File: src/oets_pkg.sv
package oets_pkg;

  typedef enum logic [2:0] {
    ST_LOAD,
    ST_RD_L,
    ST_RD_R,
    ST_CMP,
    ST_WR_L,
    ST_WR_R,
    ST_OUT_RD,
    ST_OUT
  } state_e;

  localparam logic [31:0] ExpMask  = 32'h7F80_0000;
  localparam logic [31:0] ManMask  = 32'h007F_FFFF;
  localparam logic [31:0] MagMask  = 32'h7FFF_FFFF;
  localparam logic [31:0] SignMask = 32'h8000_0000;

  function automatic logic is_nan(logic [31:0] b);
    return ((b & ExpMask) == ExpMask) && ((b & ManMask) != 32'd0);
  endfunction

  function automatic logic [31:0] order_key(logic [31:0] b);
    return b[31] ? ~b : (b | SignMask);
  endfunction

  // IEEE strict greater-than on raw patterns
  function automatic logic fp_greater(logic [31:0] a, logic [31:0] b);
    logic res;
    res = 1'b0;
    if (!is_nan(a) && !is_nan(b) &&
        !(((a & MagMask) == 32'd0) && ((b & MagMask) == 32'd0))) begin
      res = order_key(a) > order_key(b);
    end
    return res;
  endfunction

endpackage

File: src/oets_if.sv
interface oets_in_if;
  logic        valid;
  logic        ready;
  logic [31:0] value_bits;
  logic        end_of_set;
  modport source (output valid, value_bits, end_of_set, input ready);
  modport sink (input valid, value_bits, end_of_set, output ready);
endinterface

interface oets_out_if;
  logic        valid;
  logic        ready;
  logic [31:0] sorted_bits;
  logic        last_out;
  logic        overflowed;
  modport source (output valid, sorted_bits, last_out, overflowed, input ready);
  modport sink (input valid, sorted_bits, last_out, overflowed, output ready);
endinterface

File: src/oets_cmp.sv
// Shared compare-exchange unit: registered swap decision.
module oets_cmp (
  input  logic        clk_i,
  input  logic        en_i,
  input  logic [31:0] left_i,
  input  logic [31:0] right_i,
  output logic        swap_o
);
  logic swap_q;

  always_ff @(posedge clk_i) begin
    if (en_i) begin
      swap_q <= oets_pkg::fp_greater(left_i, right_i);
    end
  end

  assign swap_o = swap_q;
endmodule

File: src/odd_even_transposition_sorter.sv
// Load: one beat per cycle. Sort: n phases; each pair passes through
// states to read left, read right, compare and decide, on one shared
// comparator, plus a second write state when it swaps, and each phase
// ends with a step-on state. Emit: a read state, then the output beat,
// held under output stall. Not ready outside loading.
// Reset (async, active low) clears count, overflow flag and sequencer;
// the element store is not cleared (only written entries are read).
module odd_even_transposition_sorter #(
  parameter int MAX_ELEMENTS = 64
) (
  input  logic       clk_i,
  input  logic       rst_ni,
  oets_in_if.sink    in_if,
  oets_out_if.source out_if
);
  localparam int AW = (MAX_ELEMENTS > 1) ? $clog2(MAX_ELEMENTS) : 1;
  localparam int CW = $clog2(MAX_ELEMENTS + 1);
  localparam logic [CW-1:0] Max = CW'(MAX_ELEMENTS);

  oets_pkg::state_e state_q, state_d;

  logic [31:0] mem [MAX_ELEMENTS];
  logic [31:0] rd_q, left_q, right_q;
  logic [CW-1:0] count_q, count_d;
  logic [CW-1:0] phase_q, phase_d;
  logic [CW-1:0] k_q, k_d;        // left index of current pair / out index
  logic          ovf_q, ovf_d;
  logic          swap;
  logic          in_acc, out_acc;

  // memory control
  logic          we;
  logic [AW-1:0] waddr, raddr;
  logic [31:0]   wdata;

  assign in_acc  = in_if.valid && in_if.ready;
  assign out_acc = out_if.valid && out_if.ready;

  assign in_if.ready = (state_q == oets_pkg::ST_LOAD);
  assign out_if.valid = (state_q == oets_pkg::ST_OUT);
  assign out_if.sorted_bits = rd_q;
  assign out_if.last_out = (k_q + CW'(1) == count_q);
  assign out_if.overflowed = ovf_q;

  // left_q holds mem[k], rd_q holds mem[k+1] during ST_CMP;
  // the swap decision is ready in ST_WR_L
  oets_cmp u_cmp (
    .clk_i  (clk_i),
    .en_i   (state_q == oets_pkg::ST_CMP),
    .left_i (left_q),
    .right_i(rd_q),
    .swap_o (swap)
  );

  // next state and counters
  always_comb begin
    state_d = state_q;
    count_d = count_q;
    phase_d = phase_q;
    k_d     = k_q;
    ovf_d   = ovf_q;
    case (state_q)
      oets_pkg::ST_LOAD: begin
        if (in_acc) begin
          if (count_q < Max) count_d = count_q + CW'(1);
          else ovf_d = 1'b1;
          if (in_if.end_of_set) begin
            phase_d = '0;
            k_d     = '0;
            state_d = oets_pkg::ST_RD_L;
          end
        end
      end
      oets_pkg::ST_RD_L: begin
        // go to output after the last phase; step on when no pair is left
        if (phase_q == count_q) begin
          k_d = '0;
          state_d = oets_pkg::ST_OUT_RD;
        end else if (k_q + CW'(1) >= count_q) begin
          phase_d = phase_q + CW'(1);
          k_d     = {{(CW-1){1'b0}}, ~phase_q[0]};
        end else begin
          state_d = oets_pkg::ST_RD_R;
        end
      end
      oets_pkg::ST_RD_R: state_d = oets_pkg::ST_CMP;
      oets_pkg::ST_CMP:  state_d = oets_pkg::ST_WR_L;
      oets_pkg::ST_WR_L: begin
        state_d = swap ? oets_pkg::ST_WR_R : oets_pkg::ST_RD_L;
        if (!swap) k_d = k_q + CW'(2);
      end
      oets_pkg::ST_WR_R: begin
        k_d = k_q + CW'(2);
        state_d = oets_pkg::ST_RD_L;
      end
      oets_pkg::ST_OUT_RD: state_d = oets_pkg::ST_OUT;
      oets_pkg::ST_OUT: begin
        if (out_acc) begin
          if (k_q + CW'(1) == count_q) begin
            count_d = '0;
            ovf_d   = 1'b0;
            k_d     = '0;
            state_d = oets_pkg::ST_LOAD;
          end else begin
            k_d = k_q + CW'(1);
            state_d = oets_pkg::ST_OUT_RD;
          end
        end
      end
      default: state_d = oets_pkg::ST_LOAD;
    endcase
  end

  // memory port control
  always_comb begin
    we    = 1'b0;
    waddr = k_q[AW-1:0];
    wdata = right_q;
    raddr = k_q[AW-1:0];
    case (state_q)
      oets_pkg::ST_LOAD: begin
        we    = in_acc && (count_q < Max);
        waddr = count_q[AW-1:0];
        wdata = in_if.value_bits;
      end
      oets_pkg::ST_RD_R: raddr = AW'(k_q + CW'(1));
      oets_pkg::ST_WR_L: begin
        // write right value to left slot on swap
        we    = swap;
        waddr = k_q[AW-1:0];
        wdata = right_q;
      end
      oets_pkg::ST_WR_R: begin
        we    = 1'b1;
        waddr = AW'(k_q + CW'(1));
        wdata = left_q;
      end
      default: ;
    endcase
  end

  always_ff @(posedge clk_i) begin
    if (we) mem[waddr] <= wdata;
    rd_q <= mem[raddr];
    if (state_q == oets_pkg::ST_RD_R) left_q <= rd_q;
    if (state_q == oets_pkg::ST_CMP) right_q <= rd_q;
  end

  always_ff @(posedge clk_i or negedge rst_ni) begin
    if (!rst_ni) begin
      state_q <= oets_pkg::ST_LOAD;
      count_q <= '0;
      phase_q <= '0;
      k_q     <= '0;
      ovf_q   <= 1'b0;
    end else begin
      state_q <= state_d;
      count_q <= count_d;
      phase_q <= phase_d;
      k_q     <= k_d;
      ovf_q   <= ovf_d;
    end
  end
endmodule

File: src/flat_wrapper.sv
// flat-port wrapper written by rule: the top's interface ports become plain ports
module odd_even_transposition_sorter_flat 
#(
  parameter int MAX_ELEMENTS = 64
)
  (clk_i, rst_ni, in_if_valid, in_if_value_bits, in_if_end_of_set, in_if_ready, out_if_valid, out_if_sorted_bits, out_if_last_out, out_if_overflowed, out_if_ready);
  oets_in_if in_if_i ();
  oets_out_if out_if_i ();
  input  logic clk_i;
  input  logic rst_ni;
  input wire logic [$bits(in_if_i.valid)-1:0] in_if_valid;
  input wire logic [$bits(in_if_i.value_bits)-1:0] in_if_value_bits;
  input wire logic [$bits(in_if_i.end_of_set)-1:0] in_if_end_of_set;
  output wire logic [$bits(in_if_i.ready)-1:0] in_if_ready;
  output wire logic [$bits(out_if_i.valid)-1:0] out_if_valid;
  output wire logic [$bits(out_if_i.sorted_bits)-1:0] out_if_sorted_bits;
  output wire logic [$bits(out_if_i.last_out)-1:0] out_if_last_out;
  output wire logic [$bits(out_if_i.overflowed)-1:0] out_if_overflowed;
  input wire logic [$bits(out_if_i.ready)-1:0] out_if_ready;
  assign in_if_i.valid = in_if_valid;
  assign in_if_i.value_bits = in_if_value_bits;
  assign in_if_i.end_of_set = in_if_end_of_set;
  assign in_if_ready = in_if_i.ready;
  assign out_if_valid = out_if_i.valid;
  assign out_if_sorted_bits = out_if_i.sorted_bits;
  assign out_if_last_out = out_if_i.last_out;
  assign out_if_overflowed = out_if_i.overflowed;
  assign out_if_i.ready = out_if_ready;
  odd_even_transposition_sorter #(.MAX_ELEMENTS(MAX_ELEMENTS)) u_core (.clk_i(clk_i), .rst_ni(rst_ni), .in_if(in_if_i), .out_if(out_if_i));
endmodule
File: config.mk
export PLATFORM = sky130hd
export DESIGN_NAME = odd_even_transposition_sorter_flat
export DESIGN_NICKNAME = d
export VERILOG_FILES = /design/src/oets_pkg.sv /design/src/oets_if.sv /design/src/oets_cmp.sv /design/src/odd_even_transposition_sorter.sv /design/src/flat_wrapper.sv
export SDC_FILE = /design/constraint.sdc
export NUM_CORES = 2
export LEC_CHECK = 0
export BUFFER_PORTS_ARGS = -buffer_cell sky130_fd_sc_hd__buf_2
export CAP_MARGIN = 30
export CELL_PAD_IN_SITES_DETAIL_PLACEMENT = 2
export CELL_PAD_IN_SITES_GLOBAL_PLACEMENT = 2
export CORE_ASPECT_RATIO = 1.4
export CORE_MARGIN = 2
export CORE_UTILIZATION = 43
export CTS_BUF_LIST = sky130_fd_sc_hd__clkbuf_2 sky130_fd_sc_hd__clkbuf_4 sky130_fd_sc_hd__clkbuf_8
export CTS_CLUSTER_DIAMETER = 60
export CTS_CLUSTER_SIZE = 10
export DETAILED_ROUTE_END_ITERATION = 10
export PLACE_DENSITY = 0.88
export SYNTH_ARGS = -nofsm -noshare
export SYNTH_HDL_FRONTEND = slang
export SYNTH_SLANG_ARGS = --single-unit
File: constraint.sdc
create_clock -name clk_i -period 3.8 [get_ports clk_i]
set_input_delay 0 -clock clk_i [delete_from_list [all_inputs] [get_ports clk_i]]
set_output_delay 0 -clock clk_i [all_outputs]
set_load 0.02 [all_outputs]
==> metrics, run 1 <==
largest net degree at the start of global routing=101; outcome=aborted with a tool error; post-synthesis adder-cell area fraction=0.6163%; largest family of logic cells by synthesized area=compound AO/OA/AOI/OAI gates; die height=~540 um; Post-synth EDFFs=2113; Last stage=global routing (5_1_grt); YS warnings=0; simple-gate share of the synthesized area=9.543%; GR Overflow Total=between 200 and 250; synth top area cells=edfxtp_1 73%, o22ai_1 5.4%, nor2_1 4.8%; Syn Inst Count=6421; Yosys reg bits=2170; # clock sinks=2170; Initial Util=between 40% and 50%; Compound-Gate Fraction of Synth Area=between 10% and 20%; xor/xnor share of the synthesized area=less than 1%; synthesized area per cell=13.60 sq um; multiplexer area fraction after synthesis=0.2164%; top-count cell post-synth=edfxtp_1; CTS Buf Count=243; Clock Path Buffers=4; cell taking the most area after synthesis=edfxtp_1; H-tree Lvls=4; asr flop ratio synth=1.152%; overall die width=384.8 um; top cell type's share of synthesized area=72.68%; DP Area=~96000 sq um; Top FF cell, synth=edfxtp_1; clock root buffer=clkbuf_8; mapped cell area=about 87000 sq um; IO buf count=72; Seq/Total Area, Yosys=74.14%; Yosys cell types=70; Halt Reason=[ERROR GRT-0232] Routing congestion too high. Check the congestion heatmap in the GUI.; DP Cell Count=9198; Post-synth top cells=2113 x edfxtp_1, 1113 x nor2_1, 748 x o22ai_1; placed wire-length estimate=282700 um; global placer's final weighted congestion=0.9269; GRT Total Usage=83.21%; num rows=195; Synthesized Nets=6501; Ports=73
==> per-layer routing <==
layer / GRT usage (%) / overflow
met1: 81.63 / 34
met2: 92.92 / 101
met3: 77.71 / 15
met4: 78.81 / 89
met5: 65.93 / 2
==> stage by stage <==
| stage | TNS, ns | setup slack (ns) |
|---|---|---|
| after global placement | -1.184 | -0.2385 |
| after CTS | -0.2389 | -0.1186 |
| after detailed placement | -11.94 | -0.5858 |
| after floorplan | -160.92 | -0.1942 |
==> kinds of logic after synthesis <==
logic type | after synthesis
flip-flops | 2170
AND/OR/NAND/NOR | 1848
AO/OA/AOI/OAI | 1767
buffers and inverters | 500
XOR/XNOR | 78
adder cells (fa/ha/maj) | 43
multiplexers | 15
==> repair_timing <==
item | in CTS
hold buffers | 19
gates resized for setup | 77
hold endpoints to repair | 121
setup endpoints to repair | 930
gates cloned | 1
pin swaps | 7
buffers inserted | 26
==> run 2, diff against run 1 <==
==> config.mk (replaced) <==
export PLATFORM = sky130hd
export DESIGN_NAME = odd_even_transposition_sorter_flat
export DESIGN_NICKNAME = d
export VERILOG_FILES = /design/src/oets_pkg.sv /design/src/oets_if.sv /design/src/oets_cmp.sv /design/src/odd_even_transposition_sorter.sv /design/src/flat_wrapper.sv
export SDC_FILE = /design/constraint.sdc
export NUM_CORES = 2
export LEC_CHECK = 0
export BUFFER_PORTS_ARGS = -buffer_cell sky130_fd_sc_hd__buf_2
export CAP_MARGIN = 30
export CORE_MARGIN = 2
export CORE_UTILIZATION = 40
export DETAILED_ROUTE_END_ITERATION = 10
export PLACE_DENSITY_LB_ADDON = 0.15
export SYNTH_ARGS = -nofsm -noshare
export SYNTH_HDL_FRONTEND = slang
export SYNTH_SLANG_ARGS = --single-unit
==> constraint.sdc (replaced) <==
create_clock -name clk_i -period 4.9 [get_ports clk_i]
set_input_delay 0 -clock clk_i [delete_from_list [all_inputs] [get_ports clk_i]]
set_output_delay 0 -clock clk_i [all_outputs]
set_load 0.02 [all_outputs]
==> metrics, run 2 <==
Yosys reg bits=2170 (unchanged); IO buf count=72 (unchanged); most frequent cells in the layout=2113 x edfxtp_1, 1048 x nor2_1, 748 x o22ai_1; Top FF cell, synth=edfxtp_1; skew final=approximately 0.059 ns; critical path, cell by cell=ha_1, buf_4, nand2_4, mux2_8, buf_12, buf_4, buf_4, o22ai_1, nor3_1, nor3_1, buf_4, nor4_1; Post-synth EDFFs=2113 (unchanged); initial antenna violation count=16; CORE AREA=~220000 sq um; hold path cells=5; max reg flops=2048; top cell type's share of synthesized area=72.68% (unchanged); first-pass GRT wire length=436700 um; die height=471.2 um (-12%); drt first pass iters=6; max_cap viols=0; min cycle time layout=4.592 ns; CP Data Required Time=5.58 ns; CP Capture Type=flop; Yosys cell types=70 (unchanged); DP Worst Slack=0.4542 ns (+1.040 ns); placed wire-length estimate=182300 um (-36%); Layout area overhead=16.03%; CP Class=flop to flop; Buf/Inv on CP=5; detailed-route wire length per cell=31.94 um; Clock Path Buffers=3 (-1); Crit path depth=12; commonest non-fill, non-tap cell in the layout=edfxtp_1; Max Transition Viols Final=0; Syn Inst Count=6421 (unchanged); leak pwr=32.33 nW; fin crit share=a little over nine tenths; clock root buffer=clkbuf_16; R2R cell count=12; Final #Nets=6733; largest net degree at the start of global routing=131; asr flop ratio synth=1.152% (unchanged); PD cells=699.6 nW/um^2; DRC Markers=0; Slew @ Worst Pin=1.043 ns; fin worst setup slack=0.3079 ns; cell taking the most area after synthesis=edfxtp_1; GRT Total Usage=between 20% and 30%; Hold WC Path Type=input port to flop; Max-slew headroom=30.47%; clock latency on the worst-skew pair=0.89 ns; YS warnings=0 (unchanged); Top reg by flops=u_core.mem; Routed Wire Length=309800 um; synthesized area per cell=13.60 sq um (unchanged); CTS tree=yes; worst vdd ir=673.1 uV; layout cell share with drive strength beyond 1=between 10 and 15%; post-route ant nets=0; Setup Viol. Count Final=0; routed vias=about 61000; largest delay contributor family on the critical path=simple AND/OR/NAND/NOR gates; global placer's final weighted congestion=0.8720 (-5.9%); setup total negative slack=0 ns; M3 GR Usage=around 5%; mapped cell area=87300 sq um (unchanged); busiest grt layer=met2; Via density=6.269; Seq/Total Area, Yosys=74.14% (unchanged); overall die width=471.2 um (+22%); outcome=finished, final reports clean; clock-pin slew on the worst setup and hold paths=around 0.06 ns; Initial Util=40.24% (-3.0 points); crit-path max FO=62; critical path data arrival time=~5.3 ns; GR Util met1=between 30% and 40%; met2 GRT Util=41.92%; Ports=73 (unchanged); CTS Buf Count=221 (-9.1%); num rows=171 (-12%); H-tree Lvls=4 (unchanged); Synthesized Nets=6501 (unchanged); DIE AREA=222000 sq um; Initial DRC Count=around 9000; most used cell, CP=buf_4; synth top area cells=edfxtp_1 73%, o22ai_1 5.4%, nor2_1 4.8%; # clock sinks=2170 (unchanged); slowest cell on the critical path=nor4_1; Tot Pwr=70.86 mW; Post-synth top cells=2113 x edfxtp_1, 1113 x nor2_1, 748 x o22ai_1; hold_ws=0.04788 ns; Final Hold Vio Count=0; GR Overflow Total=0; top-count cell post-synth=edfxtp_1; RSZ-0062 raised after global routing=no; fmax=217.8 MHz; Slowest Stage Delay on Critical Path=approximately 0.83 ns; crit path launch type=flop; vias in the first global route=~58000
==> run 2: kinds of logic after synthesis <==
kind of cell	count (synthesis)	share of synthesized area (%)
DFF	2170	74.14
and+or+nand+nor	1848	9.543
AOI/OAI and AO/OA	1767	12.28
buffers and inverters	500	2.431
xor gates and xnor gates	78	0.7826
adders and majority gates	43	0.6163
muxes	15	0.2164
==> run 2: final cells by class <==
class / count / area (sq um)
Sequential cell: 2170 / 64720
Fill cell: 19020 / 115700
Antenna cell: 5 / 12.51
Clock inverter: 117 / 1171
Clock buffer: 292 / 5918
Inverter: 25 / 101.3
Timing Repair Buffer: 484 / 4319
Tap cell: 2854 / 3571
Multi-Input combinational cell: 3751 / 21470
==> run 2: tightest hold or removal path, stage by stage <==
cell     delay (ns)
buf_2          0.09
o22a_1         0.11
o22ai_1        0.10
a21oi_4        0.23
buf_12         0.23
==> run 2: per-layer routing <==
metal,vias to the layer above,share of wire (%)
met4,2,3.7
met2,3394,45
li1,25670,-
met1,31210,41
met5,-,0.0045
met3,513,9.8
==> run 2: timing repair <==
item	in CTS	in global routing
gates resized for setup	0	0
hold endpoints to repair	99	2
setup buffers	0	0
hold buffers	16	1
==> run 2: where the power goes <==
part | leakage (nW) | switching [mW] | internal (mW)
logic | 9.34 | 20.6 | 6.97
registers | 19.5 | 1.00 | 25.6
clock network | 3.44 | 7.29 | 9.39
total | 32.3 | 28.9 | 41.9
==> run 2: path summary, 6_finish.rpt <==
check                                               from                            end  slack [ns]
worst max-delay path                       u_core.k_q[1]  u_core.out_if.sorted_bits[23]        0.31
worst min-delay path                 in_if_value_bits[3]              u_core.mem[44][3]        0.05
worst max register to register             u_core.k_q[1]  u_core.out_if.sorted_bits[23]        0.31
worst min register to register  u_core.out_if.overflowed       u_core.out_if.overflowed        0.56
max in group asynchronous                         rst_ni              u_core.state_q[2]        4.52
min in group asynchronous                         rst_ni              u_core.phase_q[5]        0.18
==> run 2: through the flow <==
step,cells,cell area (sq um),util (%)
6_report,9698,101300,46.69
3_3_place_gp,9248,93720,43.20
5_1_grt,9695,101300,46.69
4_1_cts,9686,101100,46.61
3_5_place_dp,9261,93860,43.26
2_1_floorplan,6421,87300,-
Power figures use the tool's default switching activity.
